--- config.mk ---
export PLATFORM = sky130hd
export DESIGN_NAME = rgb_to_hsv_converter_unit
export DESIGN_NICKNAME = d
export VERILOG_FILES = /design/src/hdl/rhsv_pkg.sv /design/src/hdl/rgb_to_hsv_converter_unit.sv /design/src/hdl/rhsv_prep.sv /design/src/hdl/rhsv_cell.sv
export SDC_FILE = /design/constraint.sdc
export NUM_CORES = 1
export LEC_CHECK = 0
export BUFFER_PORTS_ARGS = -buffer_cell sky130_fd_sc_hd__buf_2
export CELL_PAD_IN_SITES_DETAIL_PLACEMENT = 0
export CELL_PAD_IN_SITES_GLOBAL_PLACEMENT = 2
export CORE_MARGIN = 1.5
export CORE_UTILIZATION = 41
export CTS_BUF_LIST = sky130_fd_sc_hd__clkbuf_4 sky130_fd_sc_hd__clkbuf_8 sky130_fd_sc_hd__clkbuf_16
export CTS_CLUSTER_DIAMETER = 50
export DETAILED_ROUTE_END_ITERATION = 7
export MAX_ROUTING_LAYER = met4
export PLACE_DENSITY_LB_ADDON = 0.1
export SYNTH_ARGS = -nofsm -noshare
export SYNTH_HDL_FRONTEND = slang
export SYNTH_SLANG_ARGS = --single-unit
export TNS_END_PERCENT = 30
--- constraint.sdc ---
create_clock -name clk_i -period 6.5 [get_ports clk_i]
set_clock_uncertainty 0.1 [all_clocks]
set_input_delay 1.3 -clock clk_i [delete_from_list [all_inputs] [get_ports clk_i]]
set_output_delay 1.3 -clock clk_i [all_outputs]
set_load 0.01 [all_outputs]
--- src/hdl/rhsv_pkg.sv ---
`timescale 1ns / 1ps
`default_nettype none
// ----------------------------------------------------------------------------
// rhsv_pkg
// Shared widths, constants and the work item handed along the divider chain.
// ----------------------------------------------------------------------------
package rhsv_pkg;

  localparam int unsigned ChW   = 8;          // channel width
  localparam int unsigned QuoW  = 7;          // quotient bits, one per cell
  localparam int unsigned DsrW  = ChW + QuoW - 1;
  localparam int unsigned RemW  = DsrW + 1;
  localparam int unsigned HueW  = 9;
  localparam int unsigned PctW  = 7;
  localparam int unsigned NumCells = QuoW;

  localparam logic [HueW-1:0] HueRed   = 9'd0;
  localparam logic [HueW-1:0] HueGreen = 9'd120;
  localparam logic [HueW-1:0] HueBlue  = 9'd240;
  localparam logic [HueW-1:0] HueWrap  = 9'd360;

  localparam logic [6:0] HueScale = 7'd60;
  localparam logic [6:0] PctScale = 7'd100;
  localparam logic [8:0] Recip255 = 9'd257;   // x/255 == ((x+1)*257) >> 16

  typedef struct packed {
    logic [RemW-1:0] rem_h;
    logic [RemW-1:0] rem_s;
    logic [DsrW-1:0] dsr_h;
    logic [DsrW-1:0] dsr_s;
    logic [QuoW-1:0] quo_h;
    logic [QuoW-1:0] quo_s;
    logic [HueW-1:0] base;
    logic            neg;
    logic            grey;
    logic [PctW-1:0] bright;
    logic [ChW-1:0]  alpha;
  } rhsv_work_t;

endpackage
`default_nettype wire

--- src/hdl/rgb_to_hsv_converter_unit.sv ---
`timescale 1ns / 1ps
`default_nettype none
// ----------------------------------------------------------------------------
// rgb_to_hsv_converter_unit
// RGBA pixel to hue (degrees), saturation and value (percent), alpha kept.
// ----------------------------------------------------------------------------
// Input channel: valid_i with red_i/green_i/blue_i/alpha_i; a request is taken
// on a clock edge with valid_i high and stall_o low.
// Output channel: valid_o with hue_o/saturation_o/brightness_o/alpha_out_o; a
// result is taken on an edge with valid_o high and stall_i low.
// Path: the input stage loads on the accepting edge, then the request passes
// through seven division cells and the output register before valid_o rises.
// Throughput: one pixel per clock while the output is not stalled; every cell
// of the divider row retires one quotient bit for hue and saturation at once.
// Each stage holds its request while the next one is full and stalled, so
// empty stages keep filling while the receiver stalls; stall_o rises only
// once the whole row is full behind a stalled output.
// Reset clears all valid flags; no request is in flight afterwards.
// ----------------------------------------------------------------------------
module rgb_to_hsv_converter_unit (
  input  wire logic                        clk_i,
  input  wire logic                        rst_ni,
  input  wire logic                        valid_i,
  output      logic                        stall_o,
  input  wire logic [rhsv_pkg::ChW-1:0]    red_i,
  input  wire logic [rhsv_pkg::ChW-1:0]    green_i,
  input  wire logic [rhsv_pkg::ChW-1:0]    blue_i,
  input  wire logic [rhsv_pkg::ChW-1:0]    alpha_i,
  output      logic                        valid_o,
  input  wire logic                        stall_i,
  output      logic [rhsv_pkg::HueW-1:0]   hue_o,
  output      logic [rhsv_pkg::PctW-1:0]   saturation_o,
  output      logic [rhsv_pkg::PctW-1:0]   brightness_o,
  output      logic [rhsv_pkg::ChW-1:0]    alpha_out_o
);
  import rhsv_pkg::*;

  logic       chain_valid [NumCells+1];
  logic       chain_ready [NumCells+1];
  rhsv_work_t chain_work  [NumCells+1];

  logic            out_valid_q;
  logic            out_ready;
  logic [HueW-1:0] hue_d, hue_q;
  logic [PctW-1:0] sat_d, sat_q, bright_q;
  logic [ChW-1:0]  alpha_q;
  rhsv_work_t      last;

  rhsv_prep u_prep (
    .clk_i   (clk_i),
    .rst_ni  (rst_ni),
    .valid_i (valid_i),
    .stall_o (stall_o),
    .red_i   (red_i),
    .green_i (green_i),
    .blue_i  (blue_i),
    .alpha_i (alpha_i),
    .valid_o (chain_valid[0]),
    .ready_i (chain_ready[0]),
    .work_o  (chain_work[0])
  );

  for (genvar k = 0; k < NumCells; k++) begin : g_cell
    rhsv_cell u_cell (
      .clk_i   (clk_i),
      .rst_ni  (rst_ni),
      .valid_i (chain_valid[k]),
      .ready_o (chain_ready[k]),
      .work_i  (chain_work[k]),
      .valid_o (chain_valid[k+1]),
      .ready_i (chain_ready[k+1]),
      .work_o  (chain_work[k+1])
    );
  end

  assign out_ready              = !out_valid_q || !stall_i;
  assign chain_ready[NumCells]  = out_ready;
  assign last                   = chain_work[NumCells];

  always_comb begin
    if (last.grey) begin
      hue_d = '0;
      sat_d = '0;
    end else begin
      hue_d = last.neg ? (last.base - HueW'(last.quo_h))
                       : (last.base + HueW'(last.quo_h));
      sat_d = PctW'(last.quo_s);
    end
  end

  always_ff @(posedge clk_i or negedge rst_ni) begin
    if (!rst_ni) begin
      out_valid_q <= 1'b0;
    end else if (out_ready) begin
      out_valid_q <= chain_valid[NumCells];
    end
  end

  always_ff @(posedge clk_i) begin
    if (out_ready && chain_valid[NumCells]) begin
      hue_q    <= hue_d;
      sat_q    <= sat_d;
      bright_q <= last.bright;
      alpha_q  <= last.alpha;
    end
  end

  assign valid_o      = out_valid_q;
  assign hue_o        = hue_q;
  assign saturation_o = sat_q;
  assign brightness_o = bright_q;
  assign alpha_out_o  = alpha_q;

`ifndef ASSERT_OFF
  a_stall_needs_full_out: assert property (
    @(posedge clk_i) disable iff (!rst_ni) stall_o |-> (out_valid_q && stall_i)
  ) else $error("input stalled while output register is free");

  a_hue_range: assert property (
    @(posedge clk_i) disable iff (!rst_ni) out_valid_q |-> (hue_q < HueWrap)
  ) else $error("hue out of range");

  a_pct_range: assert property (
    @(posedge clk_i) disable iff (!rst_ni)
      out_valid_q |-> ((sat_q <= PctW'(PctScale)) && (bright_q <= PctW'(PctScale)))
  ) else $error("percent out of range");
`endif

endmodule
`default_nettype wire

--- src/hdl/rhsv_prep.sv ---
`timescale 1ns / 1ps
`default_nettype none
// ----------------------------------------------------------------------------
// rhsv_prep
// Input stage: picks max/min and the hue sector, forms both dividends and
// divisors and the brightness, and registers the request.
// ----------------------------------------------------------------------------
module rhsv_prep (
  input  wire logic                       clk_i,
  input  wire logic                       rst_ni,
  input  wire logic                       valid_i,
  output      logic                       stall_o,
  input  wire logic [rhsv_pkg::ChW-1:0]   red_i,
  input  wire logic [rhsv_pkg::ChW-1:0]   green_i,
  input  wire logic [rhsv_pkg::ChW-1:0]   blue_i,
  input  wire logic [rhsv_pkg::ChW-1:0]   alpha_i,
  output      logic                       valid_o,
  input  wire logic                       ready_i,
  output      rhsv_pkg::rhsv_work_t       work_o
);
  import rhsv_pkg::*;

  logic             valid_q;
  rhsv_work_t       work_d, work_q;
  logic             adv;
  logic             red_max, green_max;
  logic [ChW-1:0]   mx, mn, spread, p, q, mag;
  logic             neg;
  logic [DsrW-1:0]  num_h;
  logic [RemW-1:0]  num_s;
  logic [RemW-1:0]  val_x;
  logic [23:0]      val_m;

  assign adv     = !valid_q || ready_i;
  assign stall_o = !adv;
  assign valid_o = valid_q;
  assign work_o  = work_q;

  always_comb begin
    red_max   = (red_i >= green_i) && (red_i >= blue_i);
    green_max = !red_max && (green_i >= blue_i);
    if (red_max) begin
      mx = red_i;   p = green_i; q = blue_i;
    end else if (green_max) begin
      mx = green_i; p = blue_i;  q = red_i;
    end else begin
      mx = blue_i;  p = red_i;   q = green_i;
    end
    mn = (red_i <= green_i) ? red_i : green_i;
    mn = (blue_i <= mn) ? blue_i : mn;
    spread = mx - mn;
    neg    = p < q;
    mag    = neg ? (q - p) : (p - q);
    // negative side rounds toward the offset: ceil via (x + s - 1)
    num_h  = DsrW'(HueScale * mag) + (neg ? DsrW'(spread - 8'd1) : '0);
    num_s  = RemW'(PctScale * spread);
    val_x  = RemW'(PctScale * mx);
    val_m  = (24'(val_x) + 24'd1) * 24'(Recip255);

    work_d.rem_h  = RemW'(num_h);
    work_d.rem_s  = num_s;
    work_d.dsr_h  = {spread, (QuoW-1)'(0)};
    work_d.dsr_s  = {mx, (QuoW-1)'(0)};
    work_d.quo_h  = '0;
    work_d.quo_s  = '0;
    if (red_max)        work_d.base = neg ? HueWrap : HueRed;
    else if (green_max) work_d.base = HueGreen;
    else                work_d.base = HueBlue;
    work_d.neg    = neg;
    work_d.grey   = (spread == '0);
    work_d.bright = val_m[22:16];
    work_d.alpha  = alpha_i;
  end

  always_ff @(posedge clk_i or negedge rst_ni) begin
    if (!rst_ni) begin
      valid_q <= 1'b0;
    end else if (adv) begin
      valid_q <= valid_i;
    end
  end

  always_ff @(posedge clk_i) begin
    if (adv && valid_i) begin
      work_q <= work_d;
    end
  end

endmodule
`default_nettype wire

--- src/hdl/rhsv_cell.sv ---
`timescale 1ns / 1ps
`default_nettype none
// ----------------------------------------------------------------------------
// rhsv_cell
// One restoring-division step for hue and saturation: retires one quotient
// bit of each and hands the item to the next cell.
// ----------------------------------------------------------------------------
module rhsv_cell (
  input  wire logic                 clk_i,
  input  wire logic                 rst_ni,
  input  wire logic                 valid_i,
  output      logic                 ready_o,
  input  wire rhsv_pkg::rhsv_work_t work_i,
  output      logic                 valid_o,
  input  wire logic                 ready_i,
  output      rhsv_pkg::rhsv_work_t work_o
);
  import rhsv_pkg::*;

  logic            valid_q;
  rhsv_work_t      work_d, work_q;
  logic            ge_h, ge_s;
  logic [RemW-1:0] rh, rs;

  assign ready_o = !valid_q || ready_i;
  assign valid_o = valid_q;
  assign work_o  = work_q;

  always_comb begin
    ge_h = work_i.rem_h >= RemW'(work_i.dsr_h);
    ge_s = work_i.rem_s >= RemW'(work_i.dsr_s);
    rh   = ge_h ? (work_i.rem_h - RemW'(work_i.dsr_h)) : work_i.rem_h;
    rs   = ge_s ? (work_i.rem_s - RemW'(work_i.dsr_s)) : work_i.rem_s;
    work_d       = work_i;
    work_d.rem_h = {rh[RemW-2:0], 1'b0};
    work_d.rem_s = {rs[RemW-2:0], 1'b0};
    work_d.quo_h = {work_i.quo_h[QuoW-2:0], ge_h};
    work_d.quo_s = {work_i.quo_s[QuoW-2:0], ge_s};
  end

  always_ff @(posedge clk_i or negedge rst_ni) begin
    if (!rst_ni) begin
      valid_q <= 1'b0;
    end else if (ready_o) begin
      valid_q <= valid_i;
    end
  end

  always_ff @(posedge clk_i) begin
    if (ready_o && valid_i) begin
      work_q <= work_d;
    end
  end

endmodule
`default_nettype wire
==> flow_summary.json, run 1 <==
{
  "finalCriticalPeriod_ns": 7.33,
  "violations": "setup timing",
  "drc_errors": 0,
  "seq_area_frac_synth_pct": 57.5,
  "rr_worst_depth": 10,
  "synth_ff_type": "edfxtp_1",
  "cts-root-buf": "clkbuf_16",
  "grt_usage_pct": 15.6,
  "globalRoute.totalOverflow": 0,
  "wl_met3_mm": 1.58,
  "grt_pass1_vias": 16700,
  "wire_per_inst_um": 15.2,
  "initialDrtViolationCount": 591,
  "yosysTopAreaCell": "edfxtp_1",
  "tritoncts": "done",
  "netlist_instances": 2086,
  "ys_ff_latch": 526,
  "slowest_delay_ns": 0.49,
  "yosysTopAreaCellShare_pct": 56.7,
  "synth_simple_gate_area_share_pct": 7.00,
  "area_delta_synth_final_pct": 24.4,
  "synth_edf_count": 517,
  "cts-hold-fix-buffers": 0,
  "viasPerCell": 4.80,
  "grt_max_degree": 67,
  "final-setup-viol-count": 20,
  "synth_area_sq_mm": 0.0274,
  "min_period_over_period_pct": 113,
  "via_count": 16200,
  "hold_path_class": "flop to flop",
  "async_reset_ff_share_pct": 1.71,
  "status": "complete, but fails checks",
  "ys_warn_count": 0,
  "hold_depth": 0,
  "max_freq_mhz": 136,
  "dpl.hpwl_mm": 39.9,
  "setup.worst_path.end_class": "flop",
  "place_congestion": 0.857,
  "synth.distinct_cells": 72,
  "cts_max_level": 2,
  "syn_area_per_cell_sq_um": 13.1,
  "yosys.area_share.adder_pct": 15.5,
  "synth_xor_area_share_pct": 3.90,
  "cts_buffer_depth": 3,
  "startpoint_type": "input pin",
  "cts_sinks": 526,
  "core_area_sq_mm": 0.0660,
  "worst_slew_pin_slew_ns": 1.05,
  "synth.area.top_cells": "edfxtp_1 57%, ha_1 13%, inv_1 3.3%",
  "setup_slack_ns": -0.833,
  "portBuffers": 68,
  "fin_cells": 3369,
  "placementRows": 94,
  "finalHoldViolations": 0,
  "crit_arrival_ns": 7.57,
  "die-area_sq_mm": 0.0684,
  "muxShareOfSynthArea_pct": 3.63,
  "die_w_um": 261,
  "grt_pass1_wl_mm": 82.9,
  "firstDrtPassIters": 7,
  "synth_common_cells": "517 x edfxtp_1, 283 x ha_1, 242 x inv_1",
  "synth_compound_area_share_pct": 8.78,
  "max-cap-violations": 0,
  "final_nets": 2816,
  "synth_top_family_by_area": "adder cells",
  "cts-buffers-inserted": 56,
  "critPathKind": "input pin to flop",
  "clk_pin_slew_ns": 0.06,
  "io-pin-count": 69,
  "met2_length_mm": 26.6,
  "syn-num-nets": 2440,
  "slew_viol_final": 0,
  "worst-endpoint-required_ns": 6.74,
  "met1_length_mm": 21.6,
  "routed_wl_mm": 51.1,
  "cp_max_fo": 5,
  "antenna_found_initial": 3,
  "routed.top_layer": "met4",
  "die_h_um": 261,
  "drtAntennaViolNets": 0,
  "rsz0062_at_grt": "true",
  "worst_path_max_delay_cell": "fa_1",
  "start_util_pct": 41.5,
  "synth_most_common_cell": "edfxtp_1",
  "insertion_delay_ns": 0.59,
  "post-place-cells": 3234,
  "drive_gt1_share_pct": 27.3,
  "relSlewSlack_pct": 29.9
}
sequential cells by signal, summed over array words and instances, names as in the netlist:
| name | count |
|---|---|
| hue_o | 9 |
| valid_o | 1 |
| u_prep.valid_o | 1 |
| alpha_out_o | 8 |
| brightness_o | 7 |
| u_prep.work_o | 62 |
| g_cell.u_cell.work_o | 424 |
| saturation_o | 7 |
| g_cell.u_cell.valid_o | 7 |
worst paths after layout:
kind / start / endpoint / slack [ns]
max in group asynchronous: rst_ni / u_prep.valid_o / 5.66
setup / recovery: blue_i[2] / u_prep.work_o[96] / -0.83
min in group asynchronous: rst_ni / g_cell[5].u_cell.valid_o / 0.45
hold reg to reg: g_cell[3].u_cell.work_o[3] / g_cell[4].u_cell.work_o[3] / 0.31
setup reg to reg: g_cell[2].u_cell.work_o[61] / g_cell[3].u_cell.work_o[92] / 3.19
hold / removal: g_cell[3].u_cell.work_o[3] / g_cell[4].u_cell.work_o[3] / 0.31
layer usage:
metal	up-vias	GRT usage (%)
met3	86	2.59
met2	165	28.8
met1	7619	17.2
met5	-	-
li1	8298	-
met4	0	4.69
critical path: cells and delay by family:
kind / cells / cell delay (ns)
AOI/OAI and AO/OA: 16 / 2.31
xor gates and xnor gates: 3 / 0.42
adders and majority gates: 6 / 2.02
buffers and inverters: 10 / 0.91
and+or+nand+nor: 1 / 0.08
muxes: 2 / 0.51
through the flow:
stage          area [sq um]  hold slack [ns]  TNS (ns)  utilization [%]  setup slack [ns]
2_1_floorplan         28000            0.300    -14.73                -             -1.29
3_3_place_gp          31200            0.302    -31.45             47.2             -1.61
3_5_place_dp          31200            0.305    -32.76             47.2             -1.65
4_1_cts               33800            0.309    -10.43             51.2            -0.916
5_1_grt               34100            0.316    -15.30             51.7             -1.13
6_report              34100            0.307     -9.79             51.7            -0.833
kinds of logic after synthesis:
| kind of cell | Yosys count |
|---|---|
| buffers and inverters | 266 |
| XOR/XNOR | 122 |
| flip-flops | 526 |
| AND/OR/NAND/NOR | 390 |
| AO/OA/AOI/OAI | 372 |
| adder cells (fa/ha/maj) | 318 |
| multiplexers | 92 |
cell type report:
| cell class | count | area [sq um] |
|---|---|---|
| inverters | 243 | 955 |
| fillers | 5694 | 31900 |
| flip-flops and latches | 526 | 15800 |
| repair buffers | 341 | 2650 |
| well taps | 864 | 1080 |
| clock buffers | 67 | 1500 |
| multi-input cells | 1294 | 11800 |
| clock inverters | 31 | 332 |
| diodes | 3 | 7.51 |
cells in the final DEF, fill, tap and decap left out, drive strengths merged, types with 11 or more instances in the layout:
cell type / netlist / routed
edfxtp: 517 / 517
buf: 5 / 340
ha: 283 / 283
inv: 243 / 244
nor2: 146 / 146
a21oi: 129 / 129
xnor2: 86 / 86
o21ai: 71 / 71
clkbuf: 18 / 68
nand2: 62 / 62
a21o: 59 / 59
mux2: 56 / 56
nor2b: 51 / 51
xor2: 36 / 36
mux2i: 36 / 36
nand2b: 35 / 35
fa: 35 / 35
o21a: 27 / 27
nand4: 26 / 26
nor3: 19 / 19
a21boi: 19 / 19
clkinv: 0 / 19
a211oi: 13 / 13
o31ai: 11 / 11
what timing repair did:
action | in CTS | in global routing
pin swaps | 75 | 35
setup buffers | 28 | 7
endpoints found under the setup margin | 23 | 22
cloned | 1 | 1
gates resized for setup | 121 | 45
Power of run 1 is left out: the tool's default activity adds up to more than one toggle a clock period on the data nets, which glitch-free logic cannot reach.
==> run 2, diff against run 1 <==
Settings changed: CORE_UTILIZATION 41 to 42, SYNTH_HIERARCHICAL set to 1.
==> run 2 against run 1 <==
Against the previous run: the run still ends with setup timing left; wire length rose by 58%; worst setup slack improved by 0.074 ns; hold slack improved by 0.0061 ns.
==> flow_summary.json, run 2 <==
{
  "placementRows": 112,
  "netlist_instances": 3245,
  "final_nets": 4033,
  "cts_sinks": 676,
  "grt_pass1_wl_mm": 130,
  "start_util_pct": 42.3,
  "cts-hold-fix-buffers": 0,
  "post-place-cells": 4722,
  "largest_reg_flops": 574,
  "cts_buffer_depth": 3,
  "drive_gt1_share_pct": 21.6,
  "max-cap-violations": 0,
  "relSlewSlack_pct": 16.0,
  "fin_cells": 4907,
  "violations": "setup timing",
  "diodes": 0,
  "initialDrtViolationCount": 1100,
  "die-area_sq_mm": 0.0956,
  "cts_max_level": 3,
  "place_congestion": 0.899,
  "met1_length_mm": 37.4,
  "setup.worst_path.end_class": "flop",
  "syn_area_per_cell_sq_um": 12.1,
  "dp_slack_ns": -1.67,
  "slew_viol_final": 0,
  "min_from": "g_cell[5].u_cell/work_o[5]",
  "critPathKind": "input pin to flop",
  "grt_usage_pct": 17.3,
  "grt_max_degree": 87,
  "final_common_cell": "edfxtp_1",
  "cp_max_fo": 7,
  "min_period_over_period_pct": 112,
  "fin_setup_tns_ns": -9.48,
  "startpoint": "green_i[0]",
  "max_freq_mhz": 138,
  "fin_hold_ws_ns": 0.313,
  "ys_warn_count": 6,
  "routed_wl_mm": 80.7,
  "synth_area_sq_mm": 0.0394,
  "tritoncts": "done",
  "die_w_um": 309,
  "portBuffers": 68,
  "routed.top_layer": "met4",
  "area_delta_synth_final_pct": 18.5,
  "n_fill_cell": 8264,
  "dpl.hpwl_mm": 62.9,
  "antenna_found_initial": 0,
  "io-pin-count": 69,
  "drc_errors": 0,
  "crit_arrival_ns": 7.53,
  "viasPerCell": 5.08,
  "startpoint_type": "input pin",
  "status": "complete, but fails checks",
  "die_h_um": 309,
  "hold_path_class": "flop to flop",
  "via_count": 24900,
  "rr_worst_depth": 7,
  "finalHoldViolations": 0,
  "final-setup-viol-count": 20,
  "met2_length_mm": 38.8,
  "worst-endpoint-required_ns": 6.77,
  "slowest_delay_ns": 0.49,
  "globalRoute.totalOverflow": 0,
  "cts-root-buf": "clkbuf_16",
  "setup_slack_ns": -0.759,
  "worst_path_max_delay_cell": "fa_1",
  "core_area_sq_mm": 0.0930,
  "clk_pin_slew_ns": 0.05,
  "finalCriticalPeriod_ns": 7.26,
  "wl_met3_mm": 2.31,
  "grt_pass1_vias": 25400,
  "hold_depth": 0,
  "rsz0062_at_grt": "true",
  "insertion_delay_ns": 0.64,
  "firstDrtPassIters": 4,
  "cts-buffers-inserted": 87,
  "wire_per_inst_um": 16.5,
  "mostFrequentLayoutCells": "667 x edfxtp_1, 351 x ha_1, 309 x inv_1, 245 x buf_4, 159 x a21oi_1",
  "worst_slew_pin_slew_ns": 1.25,
  "r2r_start": "g_cell[2].u_cell/work_o[74]",
  "drtAntennaViolNets": 0
}
==> run 2: metrics by stage <==
step / util, % / area, sq um
after floorplan: - / 39900
after global placement: 46.1 / 42900
after detailed placement: 46.1 / 42900
after CTS: 49.9 / 46400
after global routing: 50.1 / 46700
final: 50.1 / 46700
==> run 2: final cells by class <==
class	instances	area (sq um)	area share (%)
Tap cell	1254	1570	3.36
Multi-Input combinational cell	2168	18200	39.1
Timing Repair Buffer	323	2390	5.11
Sequential cell	676	20300	43.4
Clock inverter	58	664	1.42
Inverter	326	1250	2.68
Clock buffer	102	2310	4.96
==> run 2: path summary, 6_finish.rpt <==
kind,end,slack [ns]
worst min register to register,g_cell[6].u_cell/work_o[5],0.31
worst max register to register,g_cell[3].u_cell/work_o[82],2.95
min in group asynchronous,valid_o,0.45
worst max-delay path,u_prep/work_o[95],-0.76
worst min-delay path,g_cell[6].u_cell/work_o[5],0.31
max in group asynchronous,g_cell[0].u_cell/valid_o,5.61
==> run 2: critical path: cells and delay by family <==
family	cells	cell delay, ns
adder cells (fa/ha/maj)	7	2.31
AO/OA/AOI/OAI	12	1.87
buffers and inverters	8	0.73
AND/OR/NAND/NOR	6	0.59
multiplexers	2	0.37
XOR/XNOR	3	0.36
==> run 2: layer usage <==
metal  vias to the layer above  GRT usage (%)
met5                         -              -
met4                         0           5.97
met3                       130           2.08
met2                       354           29.2
met1                     11800           21.6
li1                      12600              -
==> run 2: repair_timing <==
action | in CTS | in global routing
buffers inserted | 21 | 4
resized for setup | 77 | 42
gates cloned | 0 | 1
pin swaps | 56 | 30
setup endpoints to repair | 23 | 23
Power of run 2 is left out for the same reason.
